<file path="config.mk">
export PLATFORM = sky130hd
export DESIGN_NAME = damper_position_timer_unit
export DESIGN_NICKNAME = d
export VERILOG_FILES = /design/src/rtl/dpt_pkg.sv /design/src/rtl/damper_position_timer_unit.sv
export SDC_FILE = /design/constraint.sdc
export NUM_CORES = 1
export LEC_CHECK = 0
export ABC_AREA = 1
export BUFFER_PORTS_ARGS = -buffer_cell sky130_fd_sc_hd__buf_2
export CORE_ASPECT_RATIO = 0.75
export CORE_MARGIN = 3
export CORE_UTILIZATION = 45
export CTS_BUF_LIST = sky130_fd_sc_hd__clkbuf_16
export CTS_CLUSTER_SIZE = 14
export DETAILED_ROUTE_END_ITERATION = 10
export SKIP_CTS_REPAIR_TIMING = 1
export SYNTH_ARGS = -nofsm -noshare
export SYNTH_HDL_FRONTEND = slang
export SYNTH_SLANG_ARGS = --single-unit
</file>
<file path="constraint.sdc">
create_clock -name clk -period 7.2 [get_ports clk]
set_input_delay 0.36 -clock clk [delete_from_list [all_inputs] [get_ports clk]]
set_output_delay 0.36 -clock clk [all_outputs]
set_load 0.05 [all_outputs]
</file>
<file path="src/rtl/dpt_pkg.sv">
package dpt_pkg;

    localparam int unsigned CFG_W      = 16;
    localparam int unsigned ANGLE_W    = 8;
    localparam int unsigned TARGET_W   = 7;
    localparam int unsigned REMAIN_W   = 17;
    localparam int unsigned PRODUCT_W  = TARGET_W + CFG_W;
    localparam int unsigned FRAC_BITS  = 8;
    localparam int unsigned SPAN_W     = PRODUCT_W - FRAC_BITS;

    localparam logic [CFG_W-1:0] RESET_TIME_DEFAULT  = 16'd10000;
    localparam logic [CFG_W-1:0] SETTLE_TIME_DEFAULT = 16'd2500;
    localparam logic [CFG_W-1:0] DEGREE_TIME_DEFAULT = 16'd24178;

    localparam logic [TARGET_W-1:0] NO_ANGLE  = 7'd99;
    localparam logic [TARGET_W-1:0] MAX_ANGLE = 7'd90;

    typedef enum logic [1:0] {
        KIND_TICK   = 2'd0,
        KIND_SET    = 2'd1,
        KIND_MANUAL = 2'd2,
        KIND_READ   = 2'd3
    } kind_t;

    typedef enum logic [1:0] {
        MAN_OFF     = 2'd0,
        MAN_FORWARD = 2'd1,
        MAN_REVERSE = 2'd2
    } manual_t;

    typedef enum logic [2:0] {
        ST_TICK     = 3'd0,
        ST_REJECTED = 3'd1,
        ST_THERE    = 3'd2,
        ST_REVERSE  = 3'd3,
        ST_MOVING   = 3'd4,
        ST_MANUAL   = 3'd5,
        ST_READ     = 3'd6
    } status_t;

    typedef enum logic [1:0] {
        PH_IDLE   = 2'd0,
        PH_RETURN = 2'd1,
        PH_MOVE   = 2'd2
    } phase_t;

    typedef enum logic [1:0] {
        REG_RESET_TIME  = 2'd0,
        REG_SETTLE_TIME = 2'd1,
        REG_DEGREE_TIME = 2'd2
    } cfg_reg_t;

endpackage

</file>
<file path="src/rtl/damper_position_timer_unit.sv">
// Damper position timer: open-loop timed drive of a two-wire damper motor.
// Input channel (in_valid / in_stall): one transaction carries kind, angle and
// manual_drive; kind is a 1 ms tick, a set-angle request, a manual drive or a
// read. Every input transaction yields exactly one result transaction on the
// output channel (out_valid / out_stall) with status, both motor line levels,
// the stored target angle and the motion phase.
// Configuration (cfg_valid / cfg_ready): cfg_ready is always high; index 0
// reset time, 1 settle time, 2 per-degree time in ms with 8 fraction bits.
// Write only while the block is idle.
// Timing: the input register loads at the accepting edge; the result register
// loads from it when the output register is empty or not stalled.
// Throughput: one transaction per cycle while out_stall is low; the update pass
// holds one 7x16 multiply and one 17-bit add, which set the cycle time.
// Reset: phase idle, target 99 (never set), countdown zero, both stored line
// levels low, configuration back to its defaults, no results pending.
// Receiver stall: the result register holds; the input register holds behind
// it and in_stall rises while it is full, so nothing is lost or repeated.
module damper_position_timer_unit
(
    input  logic                               clk,
    input  logic                               rst_n,

    input  logic                               cfg_valid,
    output logic                               cfg_ready,
    input  logic [1:0]                         cfg_index,
    input  logic [dpt_pkg::CFG_W-1:0]          cfg_data,

    input  logic                               in_valid,
    output logic                               in_stall,
    input  logic [1:0]                         kind,
    input  logic [dpt_pkg::ANGLE_W-1:0]        angle,
    input  logic [1:0]                         manual_drive,

    output logic                               out_valid,
    input  logic                               out_stall,
    output logic [2:0]                         status,
    output logic                               forward_drive,
    output logic                               reverse_drive,
    output logic [dpt_pkg::TARGET_W-1:0]       target_angle_out,
    output logic [1:0]                         phase
);

    logic [dpt_pkg::CFG_W-1:0]      reset_time_reg;
    logic [dpt_pkg::CFG_W-1:0]      settle_time_reg;
    logic [dpt_pkg::CFG_W-1:0]      degree_time_reg;

    logic                           in_valid_reg;
    dpt_pkg::kind_t                 kind_reg;
    logic [dpt_pkg::ANGLE_W-1:0]    angle_reg;
    dpt_pkg::manual_t               manual_reg;

    dpt_pkg::phase_t                phase_reg;
    dpt_pkg::phase_t                phase_next;
    logic [dpt_pkg::TARGET_W-1:0]   target_reg;
    logic [dpt_pkg::TARGET_W-1:0]   target_next;
    logic [dpt_pkg::REMAIN_W-1:0]   remain_reg;
    logic [dpt_pkg::REMAIN_W-1:0]   remain_next;
    logic                           fwd_reg;
    logic                           fwd_next;
    logic                           rev_reg;
    logic                           rev_next;
    dpt_pkg::status_t               status_next;

    logic                           out_valid_reg;
    dpt_pkg::status_t               status_reg;
    logic                           out_fwd_reg;
    logic                           out_rev_reg;
    logic [dpt_pkg::TARGET_W-1:0]   out_target_reg;
    dpt_pkg::phase_t                out_phase_reg;

    logic                           out_open;
    logic                           in_take;
    logic                           do_step;
    logic                           angle_ok;
    logic [dpt_pkg::TARGET_W-1:0]   mult_arg;
    logic [dpt_pkg::PRODUCT_W-1:0]  product;
    logic [dpt_pkg::SPAN_W-1:0]     span;
    logic [dpt_pkg::REMAIN_W-1:0]   remain_dec;

    assign cfg_ready = 1'b1;

    assign out_open = !out_valid_reg || !out_stall;
    assign do_step  = in_valid_reg && out_open;
    assign in_stall = in_valid_reg && !out_open;
    assign in_take  = in_valid && !in_stall;

    assign angle_ok = angle_reg <= {1'b0, dpt_pkg::MAX_ANGLE};
    assign mult_arg = (kind_reg == dpt_pkg::KIND_SET)
                    ? dpt_pkg::MAX_ANGLE - angle_reg[dpt_pkg::TARGET_W-1:0]
                    : target_reg;
    assign product  = mult_arg * degree_time_reg;
    assign span     = product[dpt_pkg::PRODUCT_W-1:dpt_pkg::FRAC_BITS];
    assign remain_dec = (remain_reg != '0) ? remain_reg - 1'b1 : remain_reg;

    always_comb
    begin
        phase_next  = phase_reg;
        target_next = target_reg;
        remain_next = remain_reg;
        fwd_next    = fwd_reg;
        rev_next    = rev_reg;
        status_next = dpt_pkg::ST_READ;
        unique case (kind_reg)
            dpt_pkg::KIND_TICK:
            begin
                status_next = dpt_pkg::ST_TICK;
                remain_next = remain_dec;
                if (remain_dec == '0)
                begin
                    if (phase_reg == dpt_pkg::PH_RETURN)
                    begin
                        phase_next = dpt_pkg::PH_MOVE;
                        rev_next   = 1'b0;
                        if (target_reg != '0)
                        begin
                            remain_next = {1'b0, settle_time_reg}
                                        + {{(dpt_pkg::REMAIN_W-dpt_pkg::SPAN_W){1'b0}}, span};
                            fwd_next    = 1'b1;
                        end
                    end
                    else if (phase_reg == dpt_pkg::PH_MOVE)
                    begin
                        fwd_next = 1'b0;
                        rev_next = 1'b0;
                    end
                end
            end
            dpt_pkg::KIND_SET:
            begin
                fwd_next = 1'b0;
                rev_next = 1'b0;
                priority if (!angle_ok)
                begin
                    status_next = dpt_pkg::ST_REJECTED;
                end
                else if (angle_reg[dpt_pkg::TARGET_W-1:0] == target_reg)
                begin
                    status_next = dpt_pkg::ST_THERE;
                end
                else if (target_reg == dpt_pkg::MAX_ANGLE)
                begin
                    status_next = dpt_pkg::ST_REVERSE;
                    target_next = angle_reg[dpt_pkg::TARGET_W-1:0];
                    phase_next  = dpt_pkg::PH_MOVE;
                    rev_next    = 1'b1;
                    remain_next = {{(dpt_pkg::REMAIN_W-dpt_pkg::SPAN_W){1'b0}}, span};
                end
                else
                begin
                    status_next = dpt_pkg::ST_MOVING;
                    target_next = angle_reg[dpt_pkg::TARGET_W-1:0];
                    phase_next  = dpt_pkg::PH_RETURN;
                    rev_next    = 1'b1;
                    remain_next = {1'b0, reset_time_reg};
                end
            end
            dpt_pkg::KIND_MANUAL:
            begin
                status_next = dpt_pkg::ST_MANUAL;
                fwd_next    = manual_reg == dpt_pkg::MAN_FORWARD;
                rev_next    = manual_reg == dpt_pkg::MAN_REVERSE;
            end
            default:
            begin
                status_next = dpt_pkg::ST_READ;
            end
        endcase
    end

    always_ff @(posedge clk or negedge rst_n)
    begin
        if (!rst_n)
        begin
            reset_time_reg  <= dpt_pkg::RESET_TIME_DEFAULT;
            settle_time_reg <= dpt_pkg::SETTLE_TIME_DEFAULT;
            degree_time_reg <= dpt_pkg::DEGREE_TIME_DEFAULT;
        end
        else if (cfg_valid && cfg_ready)
        begin
            unique case (cfg_index)
                dpt_pkg::REG_RESET_TIME:  reset_time_reg  <= cfg_data;
                dpt_pkg::REG_SETTLE_TIME: settle_time_reg <= cfg_data;
                dpt_pkg::REG_DEGREE_TIME: degree_time_reg <= cfg_data;
                default:                  ;
            endcase
        end
    end

    always_ff @(posedge clk or negedge rst_n)
    begin
        if (!rst_n)
        begin
            in_valid_reg <= 1'b0;
        end
        else if (in_take || do_step)
        begin
            in_valid_reg <= in_take;
        end
    end

    always_ff @(posedge clk)
    begin
        if (in_take)
        begin
            kind_reg   <= dpt_pkg::kind_t'(kind);
            angle_reg  <= angle;
            manual_reg <= dpt_pkg::manual_t'(manual_drive);
        end
    end

    always_ff @(posedge clk or negedge rst_n)
    begin
        if (!rst_n)
        begin
            phase_reg  <= dpt_pkg::PH_IDLE;
            target_reg <= dpt_pkg::NO_ANGLE;
            remain_reg <= '0;
            fwd_reg    <= 1'b0;
            rev_reg    <= 1'b0;
        end
        else if (do_step)
        begin
            phase_reg  <= phase_next;
            target_reg <= target_next;
            remain_reg <= remain_next;
            fwd_reg    <= fwd_next;
            rev_reg    <= rev_next;
        end
    end

    always_ff @(posedge clk or negedge rst_n)
    begin
        if (!rst_n)
        begin
            out_valid_reg <= 1'b0;
        end
        else if (out_open)
        begin
            out_valid_reg <= in_valid_reg;
        end
    end

    always_ff @(posedge clk)
    begin
        if (do_step)
        begin
            status_reg     <= status_next;
            out_fwd_reg    <= fwd_next;
            out_rev_reg    <= rev_next;
            out_target_reg <= target_next;
            out_phase_reg  <= phase_next;
        end
    end

    assign out_valid        = out_valid_reg;
    assign status           = status_reg;
    assign forward_drive    = out_fwd_reg;
    assign reverse_drive    = out_rev_reg;
    assign target_angle_out = out_target_reg;
    assign phase            = out_phase_reg;

endmodule

</file>
==> impl_results.md, run 1 <==
* Largest net degree at the start of global routing at 73
* Total GRT Usage at 24.4%
* GRT overflow at 0
* YS warnings at 0
* RePlAce Congestion at 0.919
* CP max-delay cell: fa_1
* Main synth FF type: dfrtp_1
* CTS root buffer: clkbuf_16
* Clock latency on the worst-skew pair at 370 ps
* Maxcap violations at 0
* Post-synth ARST share at 75.0%
* Worst-case clock skew at 11.2 ps
* CP max FO at 6
* Io pins at 52
* Total Wirelength at just under 30 mm
* Fin. max-slew vios at 0
* First-pass GRT wire length at 47.7 mm
* DRC Markers at 0
* CP Class: register to register
* Starting Density at 46.9%
* N_diodes at 0
* PortBufs at 50
* Die extent in x at 180 um
* Yosys top cell by area: nand2_1
* DP HPWL at 23.4 mm
* Distinct cells, synth at 46
* Layout Area Growth over Synthesis at 12.5%
* Max Clock Freq at 147 MHz
* DRT Pass-1 Iters at 8
* Clock tree buffer depth at 2
* Setup violations, final at 0
* EDFF count, synth at 26
* Worst path bufs/invs at 6
* Worst-path clk slew at 70 ps
* Largest register FFs at 17
* Top cell type's share of synthesized area at 16.3%
* Worst slew margin at a little under a quarter
* Final Util at ~53%
* Fin. Hold Viols at 0
* FF-to-FF setup slack at 390 ps
* Row cnt at 46
* CP Capture Type: register
* H-tree depth at 3
* Post-synth net total at about 1600
* Crit start category: register
* Post-synthesis sequential area ratio at 27.1%
* Vias post-DR at 9470
* CP max stage delay at roughly 540 ps
* Core footprint at 21700 sq um
* Final nets at 1664
* Post-synthesis register bit count at approximately 100
* Layout cell share with drive strength beyond 1 at roughly 13%
* Status: finished clean
* Post-route ant nets at 0
* Min Tclk post-route at 6810 ps
* Syn avg cell area at 7.01 sq um
* CTS tree: yes
* Per-cell routed wire length at roughly 16 um
* Initial antenna violation count at 0
* Crit path max-delay family: adder cells
* Most common cell on crit path: nand2_1
* CTS buffer count at 9
* Vias in the first global route at 9036
* Critical Path RT at roughly 7500 ps
* Die area at around 24000 sq um
* Mapped Cells at 1453
* Via density per instance at 5.28
* Most common cell in the netlist: nand2_1
* Final period utilization at 94.6%
* Mapped Area at 10200 sq um
* Synth cell count leaders: 441 x nand2_1, 227 x inv_1, 173 x nor2_1
* Worst-Margin Slew at 1150 ps
* Worst endpoint data arrival time at slightly above 7000 ps
* Chip Height at 136 um
* # clock sinks at ~100
* Worst Hold Class: input port to register
* Synth area leaders: nand2_1 16%, fa_1 14%, dfrtp_1 14%
* Iteration-0 DRC Markers at 750
## layout by cell type (no fill, tap or decap), drive strengths merged, types with 2 or more instances in the layout
| cell | n |
|---|---|
| a21boi | 9 |
| a21o | 2 |
| a21oi | 39 |
| a22oi | 6 |
| and2 | 2 |
| buf | 73 |
| clkbuf | 9 |
| clkinv | 6 |
| dfrtp | 55 |
| dfstp | 23 |
| edfxtp | 26 |
| fa | 69 |
| ha | 58 |
| inv | 232 |
| nand2 | 445 |
| nand3 | 86 |
| nand3b | 6 |
| nand4 | 13 |
| nor2 | 183 |
| nor3 | 11 |
| nor4 | 2 |
| o211ai | 4 |
| o21ai | 107 |
| o21bai | 5 |
| o31ai | 2 |
| or2 | 3 |
| xnor2 | 7 |
| xor2 | 16 |
## per-stage QoR
stage | std cells | hold slack (ps) | instance area, sq um | setup TNS (ps) | setup slack, ps
4_1_cts | 1787 | -208 | 11000 | -72.7 | -39.0
2_1_floorplan | 1453 | 64.4 | 10200 | 0 | 580
5_1_grt | 1795 | 146 | 11400 | -169 | -83.2
6_report | 1795 | 168 | 11400 | 0 | 387
3_3_place_gp | 1771 | 182 | 10800 | 0 | 2.74
3_5_place_dp | 1771 | 184 | 10800 | 0 | 13.5
## kinds of logic after synthesis
family	count (synthesis)	share of synthesized area [%]
and+or+nand+nor	751	30.3
other	1	0.0368
AOI/OAI and AO/OA	180	9.71
buffers and inverters	267	10.1
DFF	104	27.1
xor gates and xnor gates	23	1.98
adders and majority gates	127	20.7
## layer usage
layer	vias up	share of wire, %	GRT usage (%)
met3	28	8.0	5.08
met5	-	0	0
met4	0	1.2	4.51
met2	322	41	35.9
met1	4484	50	37.3
li1	4636	-	-
## worst register-to-register path, delay by kind of cell (launching register included)
| kind | cells | cell delay [ps] |
|---|---|---|
| AO/OA/AOI/OAI | 2 | 290 |
| buffers and inverters | 6 | 520 |
| adder cells (fa/ha/maj) | 7 | 2950 |
| XOR/XNOR | 2 | 270 |
| AND/OR/NAND/NOR | 22 | 2300 |
| flip-flops | 1 | 400 |
## layout make-up
| class | instances | area [sq um] |
|---|---|---|
| Sequential cell | 104 | 2760 |
| Fill cell | 2182 | 10300 |
| Timing Repair Buffer | 74 | 447 |
| Tap cell | 288 | 360 |
| Clock buffer | 9 | 225 |
| Clock inverter | 7 | 57.6 |
| Inverter | 231 | 867 |
| Multi-Input combinational cell | 1082 | 6730 |
## path summary, 6_finish.rpt
kind,end,from,cells past startpoint
min in group asynchronous,target_reg[4],rst_n,2
max reg2reg,remain_reg[16],angle_reg[0],39
max,remain_reg[16],angle_reg[0],39
max in group asynchronous,settle_time_reg[10],rst_n,3
min,angle_reg[2],angle[2],1
min reg2reg,degree_time_reg[3],degree_time_reg[3],2
Power of run 1 is not shown: default switching activity piles up to over one toggle a cycle in this logic, so the estimate is an artifact.
==> run 2: changes to the inputs <==
--- a/config.mk
+++ b/config.mk
@@ -17,3 +17,4 @@
 export SYNTH_ARGS = -nofsm -noshare
 export SYNTH_HDL_FRONTEND = slang
 export SYNTH_SLANG_ARGS = --single-unit
+export TNS_END_PERCENT = 50
==> constraint.sdc (replaced) <==
create_clock -name clk -period 7.74 [get_ports clk]
set_input_delay 0.387 -clock clk [delete_from_list [all_inputs] [get_ports clk]]
set_output_delay 0.387 -clock clk [all_outputs]
set_load 0.05 [all_outputs]
==> impl_results.md, run 2 (synthesis gave the netlist of run 1 again) <==
* Status: finished clean (unchanged)
* Worst-case hold slack at 191 ps (was 168 ps)
* Per-cell routed wire length at 16.1 um (was 16.4 um)
* Initial antenna violation count at 0 (unchanged)
* R2r worst-path depth at 39 (unchanged)
* Worst Hold Class: input port to register (unchanged)
* Maxcap violations at 0 (unchanged)
* Worst slew margin at 23.4% (was 23.3%)
* Setup TNS at 0 ps (unchanged)
* H-tree depth at 3 (unchanged)
* CP max stage delay at 540 ps (about the same)
* Die extent in x at 180 um (unchanged)
* Chip Height at 136 um (unchanged)
* Max Clock Freq at 138 MHz (was 147 MHz)
* Starting Density at 46.9% (unchanged)
* Fin. max-slew vios at 0 (unchanged)
* Vias post-DR at 9261 (was 9470)
* Min Tclk post-route at 7240 ps (was 6810 ps)
* DRT Pass-1 Iters at 7 (was 8)
* Crit path from: angle_reg[1] (was angle_reg[0])
* Row cnt at 46 (unchanged)
* First-pass GRT wire length at 47.6 mm (was 47.7 mm)
* Worst-path clk slew at 70 ps (about the same)
* Largest net degree at the start of global routing at 65 (was 73)
* Worst-Margin Slew at 1150 ps (about the same)
* Critical Path RT at 8030 ps (was 7500 ps)
* Fin. Hold Viols at 0 (unchanged)
* Pre-CTS worst setup slack at 299 ps (was 13.5 ps)
* Iteration-0 DRC Markers at 709 (was 750)
* Vias in the first global route at 8691 (was 9036)
* Most common cell on crit path: nand2_1 (unchanged)
* CP Capture Type: register (unchanged)
* DRC Markers at 0 (unchanged)
* Total Wirelength at 28.8 mm (was 29.5 mm)
* CP max-delay cell: fa_1 (unchanged)
* PortBufs at 50 (unchanged)
* Crit start category: register (unchanged)
* Worst-case clock skew at 12.8 ps (was 11.2 ps)
* Core footprint at 21700 sq um (unchanged)
* Final setup margin at 502 ps (was 387 ps)
* CP Class: register to register (unchanged)
* CP max FO at 8 (was 6)
* CTS root buffer: clkbuf_16 (unchanged)
* Placed Instances at 1767 (was 1771)
* Crit path capture: remain_reg[13] (was remain_reg[16])
* Layout Area Growth over Synthesis at 8.99% (was 12.5%)
* Post-route ant nets at 0 (unchanged)
* RePlAce Congestion at 0.927 (was 0.919)
* DP HPWL at 23.4 mm (about the same)
* R2r startpoint: angle_reg[1] (was angle_reg[0])
* Die area at 24500 sq um (unchanged)
* Largest register FFs at 17 (unchanged)
* FF-to-FF setup slack at 500 ps (was 390 ps)
* Io pins at 52 (unchanged)
* GRT overflow at 0 (unchanged)
* Most common cell after layout, fill and taps aside: nand2_1 (unchanged)
* Total GRT Usage at 24.6% (was 24.4%)
* Worst endpoint data arrival time at 7530 ps (was 7120 ps)
* Clock latency on the worst-skew pair at 370 ps (about the same)
* Layout cell share with drive strength beyond 1 at 9.34% (was 13.5%)
* Commonest cells after routing, fill and taps aside: 441 x nand2_1, 225 x inv_1, 172 x nor2_1, 100 x o21ai_0, 84 x nand3_1 (was 430 x nand2_1, 226 x inv_1, 163 x nor2_1, 96 x o21ai_0, 83 x nand3_1)
* Setup violations, final at 0 (unchanged)
* Reg-to-reg critical path endpoint: remain_reg[13] (was remain_reg[16])
* RSZ-0062 raised after global routing: true
* N_diodes at 0 (unchanged)
* # clock sinks at 104 (unchanged)
* CTS tree: yes (unchanged)
* Final period utilization at 93.5% (was 94.6%)
* Via density per instance at 5.18 (was 5.28)
* Cell Count, Final, Fillers Out at 1787 (was 1795)
* Clock tree buffer depth at 2 (unchanged)
* CTS buffer count at 9 (unchanged)
* Final nets at 1656 (was 1664)
## run 2: cell types whose count changed in the layout (fill, tap and decap cells not counted), moves of 9 or more
cell / before / now
nor2_2: 16 / 7
nand2_1: 430 / 441
ha_1: 42 / 58
nand2_2: 15 / 4
nor2_1: 163 / 172
ha_2: 9 / 0
## run 2: how the worst min path moves through the flow
stage / start / end / slack, ps / cells past startpoint
6_report: angle[2] / angle_reg[2] / 190 / 1
5_1_grt: angle[1] / angle_reg[1] / 170 / 1
4_1_cts: rst_n / target_reg[3] / -130 / 1
3_5_place_dp: rst_n / target_reg[2] / 280 / 1
3_3_place_gp: rst_n / target_reg[2] / 270 / 1
2_1_floorplan: rst_n / degree_time_reg[0] / 90 / 0
## run 2: layer usage
| layer | GRT usage, % | up-vias | share of wire, % |
|---|---|---|---|
| li1 | - | 4628 | - |
| met5 | 0 | - | 0 |
| met4 | 4.85 | 0 | 1.4 |
| met2 | 35.2 | 294 | 40 |
| met3 | 5.75 | 24 | 7.5 |
| met1 | 37.8 | 4315 | 51 |
## run 2: area by class of cell
type	count	area (sq um)
Fill cell	2208	10600
Multi-Input combinational cell	1082	6450
Sequential cell	104	2760
Inverter	231	867
Timing Repair Buffer	66	375
Tap cell	288	360
Clock buffer	9	225
Clock inverter	7	53.8
## run 2: critical path, delay by kind of cell (launching register included)
| family | cells | cell delay, ps |
|---|---|---|
| xor gates and xnor gates | 1 | 150 |
| buffers and inverters | 6 | 510 |
| DFF | 1 | 470 |
| AOI/OAI and AO/OA | 2 | 230 |
| and+or+nand+nor | 23 | 2710 |
| adders and majority gates | 7 | 3080 |
## run 2: metrics by stage
stage	area (sq um)	utilization [%]
after detailed placement	10700	49.4
final	11100	51.1
after floorplan	10200	-
after global placement	10700	49.4
after global routing	11100	51.1
after CTS	11000	50.7
Power of run 2 is left out for the same reason.
